--- src/rtl/macx_pkg.sv ---
// Shared constants, controller states and control structs for the crossover trend block.
package macx_pkg;

  localparam int SHORT_LEN_DEF  = 3;
  localparam int LONG_LEN_DEF   = 21;
  localparam int PRICE_BITS_DEF = 32;

  localparam int IN_DATA_W  = 32;
  localparam int FIELD_W    = 32;
  localparam int OUT_DATA_W = 72;

  typedef enum logic [2:0] {
    ST_IDLE,
    ST_SCAN,
    ST_DRAIN,
    ST_MULT,
    ST_OUT
  } state_t;

  typedef struct packed {
    logic accept;
    logic rd;
    logic mult;
    logic load_res;
  } cmd_t;

  typedef struct packed {
    logic full_next;
    logic rd_last;
    logic out_free;
  } stat_t;

endpackage

--- src/rtl/moving_average_crossover_trend_top.sv ---
// Top level of the moving-average crossover trend block.
//
//  channel | ports                    | request carries
//  --------+--------------------------+------------------------------------------
//  in      | in_tvalid/tready/tdata   | price [31:0]
//  out     | out_tvalid/tready/tdata  | trend_up [0], current_price [32:1],
//          |                          | target_price [64:33], zero pad [71:65]
//
//  A sample taken while the ring is still filling gives no result.
//  Once full, a sample takes one ring-RAM read per entry through a single compare/accumulate
//  unit, then drain, multiply, load. The next sample is taken while a result waits in the
//  output register; a stalled output holds the block in its final step. Reset is synchronous,
//  active low.
module moving_average_crossover_trend_top
  import macx_pkg::*;
#(
  parameter int SHORT_LEN  = SHORT_LEN_DEF,
  parameter int LONG_LEN   = LONG_LEN_DEF,
  parameter int PRICE_BITS = PRICE_BITS_DEF
) (
  input  logic                  clk,
  input  logic                  rst_n,
  input  logic                  in_tvalid,
  output logic                  in_tready,
  input  logic [IN_DATA_W-1:0]  in_tdata,   // price
  output logic                  out_tvalid,
  input  logic                  out_tready,
  output logic [OUT_DATA_W-1:0] out_tdata   // trend_up, current_price, target_price, pad
);

  cmd_t  cmd;
  stat_t stat;

  macx_ctrl u_ctrl (
    .clk       (clk),
    .rst_n     (rst_n),
    .in_tvalid (in_tvalid),
    .in_tready (in_tready),
    .stat      (stat),
    .cmd       (cmd)
  );

  macx_dp #(
    .SHORT_LEN  (SHORT_LEN),
    .LONG_LEN   (LONG_LEN),
    .PRICE_BITS (PRICE_BITS)
  ) u_dp (
    .clk        (clk),
    .rst_n      (rst_n),
    .cmd        (cmd),
    .stat       (stat),
    .in_price   (in_tdata),
    .out_tvalid (out_tvalid),
    .out_tready (out_tready),
    .out_tdata  (out_tdata)
  );

endmodule

--- src/rtl/macx_ram.sv ---
// Generic single-write, single-read RAM with registered read data.
module macx_ram #(
  parameter int WIDTH = 32,
  parameter int DEPTH = 21
) (
  input  logic                     clk,
  input  logic                     we,
  input  logic [$clog2(DEPTH)-1:0] waddr,
  input  logic [WIDTH-1:0]         wdata,
  input  logic                     re,
  input  logic [$clog2(DEPTH)-1:0] raddr,
  output logic [WIDTH-1:0]         rdata
);

  logic [WIDTH-1:0] mem [DEPTH];
  logic [WIDTH-1:0] rdata_r;

  always_ff @(posedge clk) begin
    if (we) begin
      mem[waddr] <= wdata;
    end
    if (re) begin
      rdata_r <= mem[raddr];
    end
  end

  assign rdata = rdata_r;

endmodule

--- src/rtl/macx_ctrl.sv ---
// Controller state machine sequencing accept, ring scan, compare and result load.
module macx_ctrl
  import macx_pkg::*;
(
  input  logic  clk,
  input  logic  rst_n,
  input  logic  in_tvalid,
  output logic  in_tready,
  input  stat_t stat,
  output cmd_t  cmd
);

  state_t state_r, state_nxt;

  always_ff @(posedge clk) begin
    if (!rst_n) begin
      state_r <= ST_IDLE;
    end else begin
      state_r <= state_nxt;
    end
  end

  always_comb begin
    state_nxt = state_r;
    case (state_r)
      ST_IDLE: begin
        if (in_tvalid && stat.full_next) begin
          state_nxt = ST_SCAN;
        end
      end
      ST_SCAN: begin
        if (stat.rd_last) begin
          state_nxt = ST_DRAIN;
        end
      end
      ST_DRAIN: state_nxt = ST_MULT;
      ST_MULT:  state_nxt = ST_OUT;
      ST_OUT: begin
        if (stat.out_free) begin
          state_nxt = ST_IDLE;
        end
      end
      default:  state_nxt = ST_IDLE;
    endcase
  end

  always_comb begin
    cmd       = '0;
    in_tready = 1'b0;
    case (state_r)
      ST_IDLE: begin
        in_tready  = 1'b1;
        cmd.accept = in_tvalid;
      end
      ST_SCAN:  cmd.rd       = 1'b1;
      ST_MULT:  cmd.mult     = 1'b1;
      ST_OUT:   cmd.load_res = stat.out_free;
      default: begin
        cmd       = '0;
        in_tready = 1'b0;
      end
    endcase
  end

endmodule

--- src/rtl/macx_dp.sv ---
// Datapath: price ring, running sums, extremes, cross-multiply compare and output register.
module macx_dp
  import macx_pkg::*;
#(
  parameter int SHORT_LEN  = SHORT_LEN_DEF,
  parameter int LONG_LEN   = LONG_LEN_DEF,
  parameter int PRICE_BITS = PRICE_BITS_DEF
) (
  input  logic                  clk,
  input  logic                  rst_n,
  input  cmd_t                  cmd,
  output stat_t                 stat,
  input  logic [IN_DATA_W-1:0]  in_price,
  output logic                  out_tvalid,
  input  logic                  out_tready,
  output logic [OUT_DATA_W-1:0] out_tdata
);

  localparam int PW   = (PRICE_BITS < FIELD_W) ? PRICE_BITS : FIELD_W;
  localparam int SE   = (SHORT_LEN < LONG_LEN) ? SHORT_LEN : LONG_LEN;
  localparam int AW   = $clog2(LONG_LEN);
  localparam int FW   = $clog2(LONG_LEN + 1);
  localparam int SSW  = PW + $clog2(SE + 1);
  localparam int LSW  = PW + $clog2(LONG_LEN + 1);
  localparam int PRW  = PW + $clog2(SE + 1) + $clog2(LONG_LEN + 1);
  localparam int PADW = OUT_DATA_W - 1 - 2 * FIELD_W;

  logic [AW-1:0]  slot_r, slot_nxt;
  logic [AW-1:0]  cur_slot_r;
  logic [FW-1:0]  fill_r;
  logic [PW-1:0]  price_r;
  logic [AW-1:0]  rd_addr_r;
  logic [AW-1:0]  rd_idx_r;
  logic           rd_vld_r;
  logic [PW-1:0]  rdata;
  logic [SSW-1:0] ssum_r;
  logic [LSW-1:0] lsum_r;
  logic [PW-1:0]  hi_r, lo_r;
  logic [PRW-1:0] sprod_r, lprod_r;
  logic [AW:0]    age;
  logic           in_short;
  logic           up;

  logic                 out_tvalid_r, out_tvalid_nxt;
  logic                 out_up_r;
  logic [FIELD_W-1:0]   out_cur_r, out_tgt_r;

  macx_ram #(
    .WIDTH (PW),
    .DEPTH (LONG_LEN)
  ) u_ring (
    .clk   (clk),
    .we    (cmd.accept),
    .waddr (slot_r),
    .wdata (in_price[PW-1:0]),
    .re    (cmd.rd),
    .raddr (rd_addr_r),
    .rdata (rdata)
  );

  assign slot_nxt = (slot_r == AW'(LONG_LEN - 1)) ? '0 : slot_r + 1'b1;

  always_comb begin
    if (cur_slot_r >= rd_idx_r) begin
      age = {1'b0, cur_slot_r} - {1'b0, rd_idx_r};
    end else begin
      age = {1'b0, cur_slot_r} + (AW + 1)'(LONG_LEN) - {1'b0, rd_idx_r};
    end
  end

  assign in_short = (age < (AW + 1)'(SE));

  assign stat.full_next = (fill_r >= FW'(LONG_LEN - 1));
  assign stat.rd_last   = (rd_addr_r == AW'(LONG_LEN - 1));
  assign stat.out_free  = !out_tvalid_r || out_tready;

  always_ff @(posedge clk) begin
    if (!rst_n) begin
      slot_r   <= '0;
      fill_r   <= '0;
      rd_vld_r <= 1'b0;
    end else begin
      rd_vld_r <= cmd.rd;
      if (cmd.accept) begin
        slot_r <= slot_nxt;
        if (fill_r != FW'(LONG_LEN)) begin
          fill_r <= fill_r + 1'b1;
        end
      end
    end
  end

  always_ff @(posedge clk) begin
    rd_idx_r <= rd_addr_r;
    if (cmd.accept) begin
      cur_slot_r <= slot_r;
      price_r    <= in_price[PW-1:0];
      rd_addr_r  <= '0;
      ssum_r     <= '0;
      lsum_r     <= '0;
      hi_r       <= '0;
      lo_r       <= '1;
    end else begin
      if (cmd.rd) begin
        rd_addr_r <= rd_addr_r + 1'b1;
      end
      if (rd_vld_r) begin
        lsum_r <= lsum_r + LSW'(rdata);
        if (in_short) begin
          ssum_r <= ssum_r + SSW'(rdata);
        end
        if (rdata > hi_r) begin
          hi_r <= rdata;
        end
        if (rdata < lo_r) begin
          lo_r <= rdata;
        end
      end
    end
    if (cmd.mult) begin
      sprod_r <= PRW'(ssum_r) * PRW'(LONG_LEN);
      lprod_r <= PRW'(lsum_r) * PRW'(SE);
    end
  end

  assign up = (sprod_r > lprod_r);

  assign out_tvalid_nxt = cmd.load_res ? 1'b1 : (out_tready ? 1'b0 : out_tvalid_r);

  always_ff @(posedge clk) begin
    if (!rst_n) begin
      out_tvalid_r <= 1'b0;
    end else begin
      out_tvalid_r <= out_tvalid_nxt;
    end
  end

  always_ff @(posedge clk) begin
    if (cmd.load_res) begin
      out_up_r  <= up;
      out_cur_r <= FIELD_W'(price_r);
      out_tgt_r <= up ? FIELD_W'(hi_r) : FIELD_W'(lo_r);
    end
  end

  assign out_tvalid = out_tvalid_r;
  assign out_tdata  = {{PADW{1'b0}}, out_tgt_r, out_cur_r, out_up_r};

endmodule

--- config.mk ---
export PLATFORM = sky130hd
export DESIGN_NAME = moving_average_crossover_trend_top
export DESIGN_NICKNAME = d
export VERILOG_FILES = /design/src/rtl/macx_pkg.sv /design/src/rtl/moving_average_crossover_trend_top.sv /design/src/rtl/macx_ram.sv /design/src/rtl/macx_ctrl.sv /design/src/rtl/macx_dp.sv
export SDC_FILE = /design/constraint.sdc
export NUM_CORES = 2
export LEC_CHECK = 0
export ABC_AREA = 1
export BUFFER_PORTS_ARGS = -buffer_cell sky130_fd_sc_hd__buf_2
export CAP_MARGIN = 10
export CELL_PAD_IN_SITES_DETAIL_PLACEMENT = 0
export CELL_PAD_IN_SITES_GLOBAL_PLACEMENT = 2
export CORE_MARGIN = 2
export CORE_UTILIZATION = 45
export DETAILED_ROUTE_END_ITERATION = 7
export GPL_ROUTABILITY_DRIVEN = 0
export PLACE_DENSITY = 0.89
export SKIP_CTS_REPAIR_TIMING = 1
export SYNTH_ARGS = -nofsm -noshare
export SYNTH_HDL_FRONTEND = slang
export SYNTH_SLANG_ARGS = --single-unit
--- constraint.sdc ---
create_clock -name clk -period 16.2 [get_ports clk]
set_input_delay 0.81 -clock clk [delete_from_list [all_inputs] [get_ports clk]]
set_output_delay 0.81 -clock clk [all_outputs]
set_load 0.01 [all_outputs]
Yosys cells after proc, flatten, opt, wreduce, memory -nomap -nowiden --
Memories as Yosys holds them, arrays and structs flattened. A register that Yosys moved wholly into a read port is not among the register bits. Index checks and enable logic that the tools add are counted. Widths: inputs -> output; s select.
Cells by class: $add $sub $neg 8, $mul 2, order comparisons 6, equality and inequality tests 10, muxes and demuxes 16, reductions and logical operators 10
Operators by type and width (number):
- $gt 39x39->1 | 1
- $mul 34x5->39 const B | 1
- $mul 37x2->39 const B | 1
- $add 37x32->37 | 1
- $add 34x32->34 | 1
- $gt 32x32->1 | 1
- $lt 32x32->1 | 1
- $mux 32 | 1
- $add 5x1->5 const B | 3
- $pmux 3 s5 | 1
- $eq 5x5->1 const B | 2
- $mux 1 | 9
- $mux 3 | 3
- $reduce_and 2->1 | 4
- $add 5x5->6 const B | 1
- $eq 3x2->1 const B | 2
- $lt 6x2->1 const B | 1
- $mux 6 | 1
- $sub 5x5->6 | 1
- $sub 6x5->6 | 1
- $ge 5x5->1 | 1
- $ge 5x5->1 const B | 1
- $mux 5 | 1
- $ne 5x5->1 const B | 1
- other kinds (10) | 11
Word-level totals: register bits after elaboration 340, memory bits (writable) 672, input bits 36, output and inout bits 74, memories kept 1
Memory list:
- u_dp.u_ring.mem | depth 21, width 32, rd ports 1, clocked after Yosys merged registers in 1, wr ports 1, RTL line macx_ram.sv:15 | logic [WIDTH-1:0] mem [DEPTH];

Logic depth before layout (Yosys ltp) --
depth after elaboration 5, gate-level depth with buffers 18

Modules after synthesis --
From an unflattened synthesis, not the netlist that was laid out.
Unflattened totals: cell total of the unflattened synthesis 6229, area, all modules 55789.8 um^2
By module, submodules not included:
- macx_ram | times used 1, cells an instance 2669, area an instance 29756.0 um^2, sequential area each 21140.3 um^2
- macx_dp | times used 1, cells an instance 3528, area an instance 25827.3 um^2, sequential area each 8548.2 um^2
- macx_ctrl | times used 1, cells an instance 32, area an instance 206.4 um^2, sequential area each 60.1 um^2

Worst setup path before layout --
Ideal clock, no wire load.
path type input-to-reg, start input out_tready, end register u_dp.out_cur_r[0], enable pin, setup time 0.652 ns, arrival time 7.075 ns, path slack 8.473 ns, stages on the path 2, cells stage by stage nor2_1 -> nor4_1
Between the ends: longest elaborated chain between the ends 2
Ends and longest elaborated chain:
- start: declaration | RTL line moving_average_crossover_trend_top.sv:27 | input logic out_tready,
- $logic_or 1x1->1 | RTL line macx_dp.sv:75 | assign stat.out_free = !out_tvalid_r || out_tready;
- $mux 1 | RTL line macx_ctrl.sv:50 | case (state_r)
- end signal: assignment | RTL line macx_dp.sv:141 | out_cur_r <= FIELD_W'(price_r);
- end: declaration | RTL line macx_dp.sv:46 | logic [FIELD_W-1:0] out_cur_r, out_tgt_r;
Every way passes these cells. A chain may end at the register's enable or synchronous reset.

Worst setup path after layout --
start register u_dp.ssum_r[23], end register u_dp.sprod_r[34] (data pin)
Between the ends: longest elaborated chain between the ends 1
Ends and longest elaborated chain:
- start: declaration | RTL line macx_dp.sv:36 | logic [SSW-1:0] ssum_r;
- start signal: assignment | RTL line macx_dp.sv:110 | ssum_r <= ssum_r + SSW'(rdata);
- $mul 34x5->39 | RTL line macx_dp.sv:121 | sprod_r <= PRW'(ssum_r) * PRW'(LONG_LEN);
- end signal: assignment | RTL line macx_dp.sv:121
- end: declaration | RTL line macx_dp.sv:39 | logic [PRW-1:0] sprod_r, lprod_r;
Every way passes these cells.

==> impl_metrics.json <==
{
  "fillers": 10900,
  "fin_setup_tns_ns": 0,
  "dp_hpwl_mm": 104,
  "run_status": "finished clean",
  "synth-compound-area-share_pct": 11.4,
  "synthFlopType": "edfxtp_1",
  "route.met2.wl_mm": 73.3,
  "antenna_found_initial": 2,
  "cts-buffers-inserted": 110,
  "synthSimpleGateAreaFrac_pct": 16.3,
  "cp.arrival_ns": 3.92,
  "dr.pass1.iters": 5,
  "min_period_ns": 3.50,
  "antenna_left": 0,
  "routed_via_density": 5.45,
  "drt_iter0_markers": 3549,
  "timing.rr.start": "u_dp.ssum_r[23]$_SDFFE_PP0P_",
  "cpPeakStageDelay_ns": 0.52,
  "yosysMostFrequentCell": "nand2_1",
  "r2r_cells": 14,
  "dr_wl_met3_mm": 7.43,
  "synth.ff_latch_count": 1044,
  "core_region_area_um2": 118000,
  "critPathLaunchType": "flop",
  "cts.sinks": 1044,
  "worst_slew_pin_slew_ns": 1.18,
  "ys_seq_area_share_pct": 55.7,
  "drv_cap": 0,
  "synth_area_per_cell_um2": 9.66,
  "drc_errors": 0,
  "syn2layout_area_growth_pct": 10.8,
  "syn_area_um2": 53400,
  "die_w_um": 348,
  "cp-end-kind": "flop",
  "start_util_pct": 45.3,
  "finalHoldViolations": 0,
  "die_y_um": 348,
  "min_from": "u_dp.price_r[2]$_DFFE_PP_",
  "synth_edf_count": 884,
  "std_cell_rows": 126,
  "crit_fanout": 5,
  "wl_per_cell_um": 21.3,
  "synthMuxAreaShare_pct": 0,
  "ys_types": 50,
  "power.density_nw_per_um2": 111,
  "timing.rr.end": "u_dp.sprod_r[34]$_DFFE_PP_",
  "finalPower_mw": 6.57,
  "synthAdderAreaFrac_pct": 9.02,
  "cts_tree": "built",
  "grt_setup_unrepaired": "no",
  "hp-class": "reg -> reg",
  "worstPathCellList": "ha_1 -> ha_1 -> inv_1 -> fa_1 -> inv_1 -> ha_1 -> a21oi_1 -> o21ai_0 -> a21oi_1 -> o22ai_1 -> nor2_1 -> nand2_1 -> nand2_1 -> nand2_1",
  "port_buffers": 102,
  "ir_worst_vdd_uv": 97.7,
  "synth.area.top_cells": "edfxtp_1 50%, ha_1 7.8%, nand2_1 6.9%",
  "layout-drive-gt1-share_pct": 6.78,
  "required_ns": 16.62,
  "synth_top_area_share_pct": 49.7,
  "highest_layer": "met4",
  "grt_pass1_wl_mm": 230,
  "wl_met1_mm": 67.5,
  "synthCells": 5523,
  "hold_depth": 0,
  "stdcell_count": 7214,
  "vias": 39300,
  "worst_skew_pair.late_latency_ns": 0.72,
  "synth_top_family_by_area": "simple AND/OR/NAND/NOR gates",
  "overflow": 0,
  "synthArstFlopShare_pct": 0,
  "grt_usage_pct": 24.9,
  "yosys_warnings": 0,
  "relSlewSlack_pct": 21.3,
  "fmax_mhz": 286,
  "dieArea_um2": 121000,
  "maxSlewViolCount": 0,
  "setup_viol_count_final": 0,
  "io_pins": 110,
  "grt_pass1_vias": 37500,
  "clock_skew_ns": 0.0403,
  "utilization_pct": 50.1,
  "grt_max_degree": 128,
  "critPathKind": "reg -> reg",
  "cts_root_buf": "clkbuf_16",
  "final_nets": 5987,
  "synth_xor_xnor_area_share_pct": 1.48,
  "dpl.cell_count": 7010,
  "cts-root-to-sink-buffers": 3,
  "clkTransAtPathRegs_ns": 0.06,
  "synth_common_cells": "986 x nand2_1, 884 x edfxtp_1, 700 x nor2_1",
  "synth.largest_area_cell": "edfxtp_1",
  "totalWireLength_mm": 154,
  "h-tree-depth": 3,
  "period_share_pct": 21.6,
  "rrSetupSlack_ns": 12.70,
  "hold-path-endpoint": "u_dp.out_cur_r[2]$_DFFE_PP_",
  "leakagePower_nw": 24.4,
  "crit_slowest_cell": "dfxtp_1"
}
## worst max path at each step
stage | startpoint | endpoint | slack, ns
floorplan | out_tready | u_dp.out_cur_r[0]$_DFFE_PP_ | 8.47
global placement | in_tvalid | u_dp.u_ring.mem[12][1]$_DFFE_PP_ | 12.54
detailed placement | in_tvalid | u_dp.u_ring.mem[12][7]$_DFFE_PP_ | 12.49
CTS | u_dp.ssum_r[23]$_SDFFE_PP0P_ | u_dp.sprod_r[34]$_DFFE_PP_ | 12.68
global route | u_dp.ssum_r[23]$_SDFFE_PP0P_ | u_dp.sprod_r[34]$_DFFE_PP_ | 12.42
finish | u_dp.ssum_r[23]$_SDFFE_PP0P_ | u_dp.sprod_r[34]$_DFFE_PP_ | 12.70
## cell families (layout without fill, tap and decap cells)
logic type / after synthesis / in the layout
and+or+nand+nor: 2126 / 2126
AOI/OAI and AO/OA: 1075 / 1075
DFF: 1044 / 1044
buffers and inverters: 822 / 968
adders and majority gates: 365 / 365
xor gates and xnor gates: 90 / 90
other: 1 / 10
## sequential cells by signal (all words and copies together), names as in the netlist
signal             cells
u_ctrl.state_r         3
u_dp.cur_slot_r        5
u_dp.fill_r            5
u_dp.hi_r             32
u_dp.lo_r             32
u_dp.lprod_r          39
u_dp.lsum_r           37
u_dp.out_cur_r        32
u_dp.out_tgt_r        32
u_dp.out_tvalid        1
u_dp.out_up_r          1
u_dp.price_r          32
u_dp.rd_addr_r         5
u_dp.rd_idx_r          5
u_dp.rd_vld_r          1
u_dp.slot_r            5
u_dp.sprod_r          39
u_dp.ssum_r           34
u_dp.u_ring.mem      672
u_dp.u_ring.rdata     32
## through the flow
step	worst slack, ns	instance area, µm²	hold slack (ns)
4_1_cts	12.68	59100	0.387
6_report	12.70	59100	0.401
5_1_grt	12.42	59100	0.404
3_3_place_gp	12.54	55500	0.402
3_5_place_dp	12.49	55500	0.405
2_1_floorplan	8.47	53400	0.350
## power by group
group          total (mW)  switching, mW  internal [mW]
logic               0.928          0.655          0.272
registers            3.09         0.0901           3.00
clock network        2.55           1.09           1.46
## worst max-delay path: cells and delay by family, from the launching register on
| family | cells | cell delay [ns] |
|---|---|---|
| compound gates | 4 | 0.83 |
| fa+ha+maj | 4 | 1.45 |
| buf+inv | 2 | 0.09 |
| flops | 1 | 0.52 |
| simple gates | 4 | 0.32 |
## cells in the final DEF, fill, tap and decap left out, types with 18 or more instances in the layout
cell / instances
o21ai_1: 29
clkbuf_1: 18
fa_1: 33
o221ai_1: 55
buf_2: 102
a21o_1: 19
edfxtp_1: 884
o21ai_0: 478
o21bai_1: 31
nor2_1: 679
clkinv_1: 22
xnor2_1: 22
clkbuf_16: 111
inv_1: 606
buf_4: 47
a21oi_1: 280
nor3_1: 35
nand2_1: 986
nand4_1: 61
clkinv_2: 18
xor2_1: 68
nor2_4: 23
dfxtp_1: 156
ha_1: 332
nand3_1: 289
o211ai_1: 43
o22ai_1: 99
## area by class of cell
class | count | area, µm² | area share, %
antenna | 3 | 7.51 | 0.0127
clock buffer | 131 | 2870 | 4.86
clock inverter | 70 | 791 | 1.34
inverter | 618 | 2330 | 3.94
multi-input combinational | 3663 | 20600 | 34.8
sequential | 1044 | 29800 | 50.3
tap | 1536 | 1920 | 3.25
timing repair buffer | 149 | 863 | 1.46
## routing by layer
metal | track usage, % | up-vias
met2 | 41.9 | 1021
met5 | 0 | -
met1 | 33.6 | 19000
li1 | - | 19100
met4 | 8.41 | 0
met3 | 2.89 | 206
Note: power is estimated with default switching activity, not from simulation.
